===== src/rtl/bcdep_pkg.sv =====
// bcdep_pkg: shared types, constants and helper functions for the
// rtc-to-epoch conversion pipeline. no dependencies.

package bcdep_pkg;

    // result status codes
    typedef enum logic [1:0] {
        ST_OK          = 2'd0,
        ST_STOPPED     = 2'd1,
        ST_IMPLAUSIBLE = 2'd2
    } t_status;

    // raw rtc register set, one request
    typedef struct packed {
        logic [7:0] seconds_reg;
        logic [7:0] minutes_reg;
        logic [7:0] hours_reg;
        logic [7:0] day_reg;
        logic [7:0] month_reg;
        logic [7:0] year_reg;
    } t_rtc_req;

    // converted result
    typedef struct packed {
        t_status     status;
        logic [32:0] epoch_seconds;
    } t_epoch_rsp;

    // decoded fields after the first stage
    typedef struct packed {
        t_status    status;
        logic [6:0] second;
        logic [6:0] minute;
        logic [5:0] hour;
        logic [5:0] day;
        logic [4:0] shifted;  // month counted from march
        logic       early;    // era year fell to 1999 (previous era)
        logic [8:0] yoe;      // year of era
    } t_dec;

    // day-of-era and time of day after the second stage
    typedef struct packed {
        t_status     status;
        logic        early;
        logic [17:0] doe;
        logic [17:0] tod;
    } t_doe;

    // day count since 1970 after the third stage
    typedef struct packed {
        t_status     status;
        logic [16:0] days;
        logic [17:0] tod;
    } t_days;

    localparam logic [6:0]  MIN_YEAR_RESET = 7'd26;
    localparam logic [8:0]  YOE_PREV_ERA   = 9'd399;
    // era * 146097 - 719468 for era 4 (negated) and era 5
    localparam logic [17:0] DAYS_PREV_ERA_SUB = 18'd135080;
    localparam logic [17:0] DAYS_ERA_ADD      = 18'd11017;
    localparam logic [16:0] SEC_PER_DAY       = 17'd86400;

    // bcd decode; nibbles above nine pass through unchanged
    function automatic logic [7:0] bcd_value(input logic [7:0] v);
        logic [7:0] hi;
        hi = {4'b0000, v[7:4]};
        return (hi << 3) + (hi << 1) + {4'b0000, v[3:0]};
    endfunction

    // (153 * shifted + 2) / 5 for shifted month 0..22
    function automatic logic [9:0] doy_base(input logic [4:0] shifted);
        logic [9:0] res;
        case (shifted)
            5'd0:    res = 10'd0;
            5'd1:    res = 10'd31;
            5'd2:    res = 10'd61;
            5'd3:    res = 10'd92;
            5'd4:    res = 10'd122;
            5'd5:    res = 10'd153;
            5'd6:    res = 10'd184;
            5'd7:    res = 10'd214;
            5'd8:    res = 10'd245;
            5'd9:    res = 10'd275;
            5'd10:   res = 10'd306;
            5'd11:   res = 10'd337;
            5'd12:   res = 10'd367;
            5'd13:   res = 10'd398;
            5'd14:   res = 10'd428;
            5'd15:   res = 10'd459;
            5'd16:   res = 10'd490;
            5'd17:   res = 10'd520;
            5'd18:   res = 10'd551;
            5'd19:   res = 10'd581;
            5'd20:   res = 10'd612;
            5'd21:   res = 10'd643;
            5'd22:   res = 10'd673;
            default: res = 10'd0;
        endcase
        return res;
    endfunction

endpackage


===== src/rtl/bcdep_decode.sv =====
// bcdep_decode: first pipeline stage, masks and bcd-decodes the rtc
// registers, sets the status and the era split. uses bcdep_pkg.

module bcdep_decode import bcdep_pkg::*; (
    input  logic       i_clk,
    input  logic       i_rst_n,
    input  logic       i_valid,
    output logic       o_ready,
    input  t_rtc_req   i_req,
    input  logic [6:0] i_min_year,
    output logic       o_valid,
    input  logic       i_ready,
    output t_dec       o_dec
);

    logic       r_valid;
    t_dec       r_dec;
    t_dec       n_dec;
    logic [7:0] year;
    logic [7:0] month;
    logic [7:0] day;

    // decode and classify
    always_comb begin
        year  = bcd_value(i_req.year_reg);
        month = bcd_value({3'b000, i_req.month_reg[4:0]});
        day   = bcd_value({2'b00, i_req.day_reg[5:0]});

        n_dec.second = 7'(bcd_value({1'b0, i_req.seconds_reg[6:0]}));
        n_dec.minute = 7'(bcd_value({1'b0, i_req.minutes_reg[6:0]}));
        n_dec.hour   = 6'(bcd_value({2'b00, i_req.hours_reg[5:0]}));
        n_dec.day    = day[5:0];

        if (i_req.seconds_reg[7]) begin
            n_dec.status = ST_STOPPED;
        end else if (year < {1'b0, i_min_year} || day == 8'd0) begin
            n_dec.status = ST_IMPLAUSIBLE;
        end else begin
            n_dec.status = ST_OK;
        end

        // january, february and month zero belong to the previous year
        if (month > 8'd2) begin
            n_dec.shifted = 5'(month - 8'd3);
            n_dec.early   = 1'b0;
            n_dec.yoe     = {1'b0, year};
        end else begin
            n_dec.shifted = 5'(month + 8'd9);
            n_dec.early   = (year == 8'd0);
            n_dec.yoe     = (year == 8'd0) ? YOE_PREV_ERA : {1'b0, 8'(year - 8'd1)};
        end
    end

    assign o_ready = !r_valid || i_ready;

    // stage register
    always_ff @(posedge i_clk) begin
        if (!i_rst_n) begin
            r_valid <= 1'b0;
        end else if (o_ready) begin
            r_valid <= i_valid;
        end
        if (o_ready && i_valid) begin
            r_dec <= n_dec;
        end
    end

    assign o_valid = r_valid;
    assign o_dec   = r_dec;

endmodule


===== src/rtl/bcdep_day_count.sv =====
// bcdep_day_count: second and third pipeline stages, day of era and time
// of day, then days since 1970. uses bcdep_pkg.

module bcdep_day_count import bcdep_pkg::*; (
    input  logic  i_clk,
    input  logic  i_rst_n,
    input  logic  i_valid,
    output logic  o_ready,
    input  t_dec  i_dec,
    output logic  o_valid,
    input  logic  i_ready,
    output t_days o_days
);

    logic        r_valid_doe;
    t_doe        r_doe;
    t_doe        n_doe;
    logic        r_valid_days;
    t_days       r_days;
    t_days       n_days;
    logic        ready_days;
    logic [9:0]  doy;
    logic [1:0]  cent;

    // day of era from year of era and shifted month, plus time of day
    always_comb begin
        doy = doy_base(i_dec.shifted) + {4'b0000, i_dec.day} - 10'd1;
        if (i_dec.yoe >= 9'd300) begin
            cent = 2'd3;
        end else if (i_dec.yoe >= 9'd200) begin
            cent = 2'd2;
        end else if (i_dec.yoe >= 9'd100) begin
            cent = 2'd1;
        end else begin
            cent = 2'd0;
        end
        n_doe.status = i_dec.status;
        n_doe.early  = i_dec.early;
        n_doe.doe    = 18'(i_dec.yoe) * 18'd365 + 18'(i_dec.yoe >> 2)
                     - 18'(cent) + 18'(doy);
        n_doe.tod    = 18'(i_dec.hour) * 18'd3600 + 18'(i_dec.minute) * 18'd60
                     + 18'(i_dec.second);
    end

    // era offset relative to 1970-01-01
    always_comb begin
        n_days.status = r_doe.status;
        n_days.tod    = r_doe.tod;
        if (r_doe.early) begin
            n_days.days = 17'(r_doe.doe - DAYS_PREV_ERA_SUB);
        end else begin
            n_days.days = 17'(r_doe.doe + DAYS_ERA_ADD);
        end
    end

    assign ready_days = !r_valid_days || i_ready;
    assign o_ready    = !r_valid_doe || ready_days;

    // stage registers
    always_ff @(posedge i_clk) begin
        if (!i_rst_n) begin
            r_valid_doe  <= 1'b0;
            r_valid_days <= 1'b0;
        end else begin
            if (o_ready) begin
                r_valid_doe <= i_valid;
            end
            if (ready_days) begin
                r_valid_days <= r_valid_doe;
            end
        end
        if (o_ready && i_valid) begin
            r_doe <= n_doe;
        end
        if (ready_days && r_valid_doe) begin
            r_days <= n_days;
        end
    end

    assign o_valid = r_valid_days;
    assign o_days  = r_days;

endmodule


===== src/rtl/bcdep_scale.sv =====
// bcdep_scale: last pipeline stage and output register, days times 86400
// plus time of day, zeroed when the status is not ok. uses bcdep_pkg.

module bcdep_scale import bcdep_pkg::*; (
    input  logic       i_clk,
    input  logic       i_rst_n,
    input  logic       i_valid,
    output logic       o_ready,
    input  t_days      i_days,
    output logic       o_valid,
    input  logic       i_ready,
    output t_epoch_rsp o_rsp
);

    logic        r_valid;
    t_epoch_rsp  r_rsp;
    t_epoch_rsp  n_rsp;
    logic [32:0] secs;

    // seconds since epoch
    always_comb begin
        secs = 33'(i_days.days) * 33'(SEC_PER_DAY) + 33'(i_days.tod);
        n_rsp.status        = i_days.status;
        n_rsp.epoch_seconds = (i_days.status == ST_OK) ? secs : 33'd0;
    end

    assign o_ready = !r_valid || i_ready;

    // output register
    always_ff @(posedge i_clk) begin
        if (!i_rst_n) begin
            r_valid <= 1'b0;
        end else if (o_ready) begin
            r_valid <= i_valid;
        end
        if (o_ready && i_valid) begin
            r_rsp <= n_rsp;
        end
    end

    assign o_valid = r_valid;
    assign o_rsp   = r_rsp;

endmodule


===== src/rtl/bcd_rtc_to_epoch_seconds_unit.sv =====
// bcd_rtc_to_epoch_seconds_unit: top level of the rtc register to unix
// epoch converter. uses bcdep_pkg, bcdep_decode, bcdep_day_count, bcdep_scale.
//
// usage:
//   request channel i_valid/o_ready carries one raw rtc register set
//   (i_req). response channel o_valid/i_ready returns status and epoch
//   seconds (o_rsp), one response per request, in request order.
//   config channel i_cfg_valid/o_cfg_ready writes min_year (i_cfg_data);
//   it is always ready and should only be written while the pipe is empty.
//   a request reaches o_valid through four register stages (decode,
//   day of era, day count, scale and output register).
//   throughput: one request per cycle while i_ready is high; the slowest
//   stage holds one 17x17 constant multiply and an add.
//   reset: clears all stage valid bits and sets min_year to 26.
//   stall: when i_ready is low the response is held; each stage keeps
//   accepting until it is full, so bubbles are squeezed out and up to
//   four requests are held before o_ready drops.

module bcd_rtc_to_epoch_seconds_unit import bcdep_pkg::*; (
    input  logic       i_clk,
    input  logic       i_rst_n,
    input  logic       i_valid,
    output logic       o_ready,
    input  t_rtc_req   i_req,
    output logic       o_valid,
    input  logic       i_ready,
    output t_epoch_rsp o_rsp,
    input  logic       i_cfg_valid,
    output logic       o_cfg_ready,
    input  logic [6:0] i_cfg_data
);

    logic [6:0] r_min_year;
    logic       dec_valid;
    logic       dec_ready;
    t_dec       dec_data;
    logic       days_valid;
    logic       days_ready;
    t_days      days_data;

    // min_year register
    assign o_cfg_ready = 1'b1;

    always_ff @(posedge i_clk) begin
        if (!i_rst_n) begin
            r_min_year <= MIN_YEAR_RESET;
        end else if (i_cfg_valid && o_cfg_ready) begin
            r_min_year <= i_cfg_data;
        end
    end

    // pipeline
    bcdep_decode u_decode (
        .i_clk      (i_clk),
        .i_rst_n    (i_rst_n),
        .i_valid    (i_valid),
        .o_ready    (o_ready),
        .i_req      (i_req),
        .i_min_year (r_min_year),
        .o_valid    (dec_valid),
        .i_ready    (dec_ready),
        .o_dec      (dec_data)
    );

    bcdep_day_count u_day_count (
        .i_clk   (i_clk),
        .i_rst_n (i_rst_n),
        .i_valid (dec_valid),
        .o_ready (dec_ready),
        .i_dec   (dec_data),
        .o_valid (days_valid),
        .i_ready (days_ready),
        .o_days  (days_data)
    );

    bcdep_scale u_scale (
        .i_clk   (i_clk),
        .i_rst_n (i_rst_n),
        .i_valid (days_valid),
        .o_ready (days_ready),
        .i_days  (days_data),
        .o_valid (o_valid),
        .i_ready (i_ready),
        .o_rsp   (o_rsp)
    );

endmodule


===== config.mk =====
export PLATFORM = sky130hd
export DESIGN_NAME = bcd_rtc_to_epoch_seconds_unit
export DESIGN_NICKNAME = d
export VERILOG_FILES = /design/src/rtl/bcdep_pkg.sv /design/src/rtl/bcdep_decode.sv /design/src/rtl/bcdep_day_count.sv /design/src/rtl/bcdep_scale.sv /design/src/rtl/bcd_rtc_to_epoch_seconds_unit.sv
export SDC_FILE = /design/constraint.sdc
export NUM_CORES = 1
export LEC_CHECK = 0
export ABC_AREA = 1
export BUFFER_PORTS_ARGS = -buffer_cell sky130_fd_sc_hd__buf_4
export CELL_PAD_IN_SITES_DETAIL_PLACEMENT = 0
export CELL_PAD_IN_SITES_GLOBAL_PLACEMENT = 2
export CORE_MARGIN = 3
export CORE_UTILIZATION = 42
export DETAILED_ROUTE_END_ITERATION = 16
export GPL_ROUTABILITY_DRIVEN = 0
export PLACE_DENSITY = 0.93
export SLEW_MARGIN = 20
export SYNTH_ARGS = -nofsm -noshare
export SYNTH_HDL_FRONTEND = slang
export SYNTH_HIERARCHICAL = 1
export SYNTH_SLANG_ARGS = --single-unit

===== constraint.sdc =====
create_clock -name i_clk -period 8.35 [get_ports i_clk]
set_clock_uncertainty 0.1 [all_clocks]
set_input_delay 1.2525 -clock i_clk [delete_from_list [all_inputs] [get_ports i_clk]]
set_output_delay 1.2525 -clock i_clk [all_outputs]
set_load 0.02 [all_outputs]

==> results by group <==
Worst setup path
  • CP max stage delay: around 0.54 ns
  • CP Launch Type: register
  • R2r setup slk: 2.02 ns
  • Crit-path max FO: 5
  • Critical path class: register to register
  • CP required: between 8 and 9 ns
  • Crit-path most repeated cell: nand2_1
  • Crit-path slowest cell: fa_1
  • Arrival @ worst endpoint: ~6.4 ns
  • CP endpoint kind: register

Place
  • Port Buffers: 88
  • Post-DP HPWL: ~30000 um
  • Placed Instances: 2722

Synthesis
  • Seq/Total Area, Yosys: a little over a quarter
  • Largest family of logic cells by synthesized area: adder cells
  • XOR/XNOR share of the synthesized area: 3.992%
  • Synth Area in Compound Gates: 6.108%
  • Post-synth top area cell: edfxtp_1
  • Synth area leaders: edfxtp_1 26%, ha_1 20%, fa_1 13%
  • EDFF count, synth: 152
  • Top cell type's share of synthesized area: 25.73%
  • Cell count after synthesis: 2108
  • Post-Synth Adder-Cell Area: between 30 and 40%
  • Asr flop ratio synth: 0%
  • Main synth FF type: edfxtp_1
  • Avg Cell Area, Syn: 8.415 sq um
  • Synth Register Bits: 163
  • Mux contribution to synthesized area: 0%
  • Syn nets: 2559
  • Simple-Gate Fraction of Synth Area: 20.09%
  • Synthesized cell area: 17740 sq um
  • Ys Warns: 6
  • Yosys cell types: 52

Layout
  • Share of layout cells above drive strength 1: 10.39%
  • Number of fill cells: 4046
  • Multi-input logic area: 11130 sq um
  • Fin cells: 2755
  • Total Nets Final: about 2700
  • Ant diodes: 0
  • Register area: 4785 sq um
  • Layout area overhead: 10.71%

Run
  • Max-Cap Viols: 0

CTS
  • PostCTS Resize Cnt: 0
  • Post-CTS Setup Bufs: 0
  • Total CTS buffers: 17
  • CTS HTree Levels: 4
  • CTS tree: done
  • Clock Latency Late Sink: 0.44 ns
  • Worst-path clk slew: 0.07 ns
  • Root Driver: clkbuf_16
  • TritonCTS sink count: 163
  • CTS Buffer Depth: 2
  • Hold-fix buffers, CTS: 0

STA
  • Final hold violations: 0
  • Final setup violation count: 0
  • Slew Limit Fails: 0
  • Setup TNS: 0 ns
  • Tcrit/Tclk final: 75.79%
  • RSZ-0062 raised after global routing: false
  • Period minus WS final: 6.328 ns
  • Max Clk Rate: 158.0 MHz
  • Worst-margin pin slew: 0.6993 ns
  • Max_slew headroom: 53.28%

Global routing
  • Total track usage: between 10% and 20%
  • Vias in the first global route: 12940
  • First-pass GRT wire length: 61330 um
  • Largest net degree at the start of global routing: 39
  • Initial antenna violation count: 0
  • Gr ovfl total: 0

Drt
  • Detailed Route Iter0 Violations: ~610
  • Number of vias per cell: approximately 4.7
  • Final antenna-violating net count: 0
  • Remaining DRCs: 0
  • Via count: 13040
  • Per-cell routed wire length: between 10 and 15 um
  • Total Wirelength: 35740 um
  • DR pass1 iterations: 5

Floorplanning
  • Number of top-level pins: 98
  • Standard-cell rows: 74
  • Initial Utilization: 42.96%
  • Core area: 41290 sq um
  • Die Ht: 211.5 um
  • Die Wd: 211.5 um
  • Die ar.: 44740 sq um

Status
  • Status: finished, final reports clean

Hold path
  • Type of the most critical hold path: register to register
==> worst paths after layout <==
kind | startpoint | endpoint | cells after the start
setup reg to reg | u_decode/o_dec[10] | u_day_count/r_doe[34] | 30
setup / recovery | u_decode/o_dec[10] | u_day_count/r_doe[34] | 30
hold reg to reg | u_day_count/n_days[36] | u_day_count/o_days[36] | 0
hold / removal | u_day_count/n_days[36] | u_day_count/o_days[36] | 0
==> cell usage in the layout (no fill, tap or decap), types with 8 or more instances in the layout <==
cell type,synthesis,final
o21ai_1,15,15
o21ai_0,39,39
nor3_1,12,12
nor2_1,111,111
nand2_1,452,452
xnor2_1,20,20
nand4_1,23,23
nand3_2,9,9
ha_1,279,279
inv_1,454,454
nor2_4,8,8
edfxtp_1,152,152
fa_1,112,112
a21oi_1,93,90
nand3_1,114,114
clkbuf_16,0,17
o21bai_1,8,8
dfxtp_1,11,11
xor2_1,59,59
nor2_2,18,18
nand2_2,25,25
buf_4,4,92
inv_2,23,23
==> metal layers <==
layer  wire (um)  share of wire (%)  global-route usage, %
met1       17340                 49                  22.78
met2       16860                 47                  28.36
met3        1177                3.3                  2.712
met4         359                1.0                  3.164
met5           0                  0                      0
==> critical path, delay by kind of cell (launching register included) <==
kind                       cells  cell delay, ns
and+or+nand+nor                9            0.71
xor gates and xnor gates       1            0.16
DFF                            1            0.43
buffers and inverters          5            0.31
AOI/OAI and AO/OA              6            1.08
adders and majority gates      9            3.28
==> cell families after synthesis <==
group                      after synthesis
xor gates and xnor gates                80
adders and majority gates              391
other                                    1
and+or+nand+nor                        794
AOI/OAI and AO/OA                      192
buffers and inverters                  487
DFF                                    163
==> sequential cells by signal, indices dropped and copies added (netlist names), 7 cells and up <==
register and count:
u_day_count/n_days 20, u_decode/o_dec 42, u_day_count/o_days 37, u_scale/o_rsp 35
r_min_year 7, u_day_count/r_doe 18
==> cells in the mapped netlist (20+ instances only) <==
| library cell | instances |
|---|---|
| inv_1 | 454 |
| nand2_1 | 452 |
| ha_1 | 279 |
| edfxtp_1 | 152 |
| nand3_1 | 114 |
| fa_1 | 112 |
| nor2_1 | 111 |
| a21oi_1 | 93 |
| xor2_1 | 59 |
| o21ai_0 | 39 |
| nand2_2 | 25 |
| inv_2 | 23 |
| nand4_1 | 23 |
| xnor2_1 | 20 |
==> through the flow <==
step	util, %	setup WS, ns	area, sq um	hold WS (ns)
floorplan	-	2.602	17740	0.3003
global placement	46.15	1.987	19060	0.3005
detailed placement	46.15	1.936	19060	0.3045
CTS	47.49	1.921	19610	0.3118
global route	47.56	1.469	19640	0.3154
finish	47.56	2.022	19640	0.3119
==> area by class of cell <==
type,count,share of cell area [%]
multi-input combinational,1458,56.66
sequential,163,24.36
inverter,477,9.117
timing repair buffer,93,3.657
tap,532,3.389
clock buffer,18,2.185
clock inverter,14,0.6307
Power is left out: the tool's default activity adds up to more than one toggle a clock period on the data nets, which glitch-free logic cannot reach.
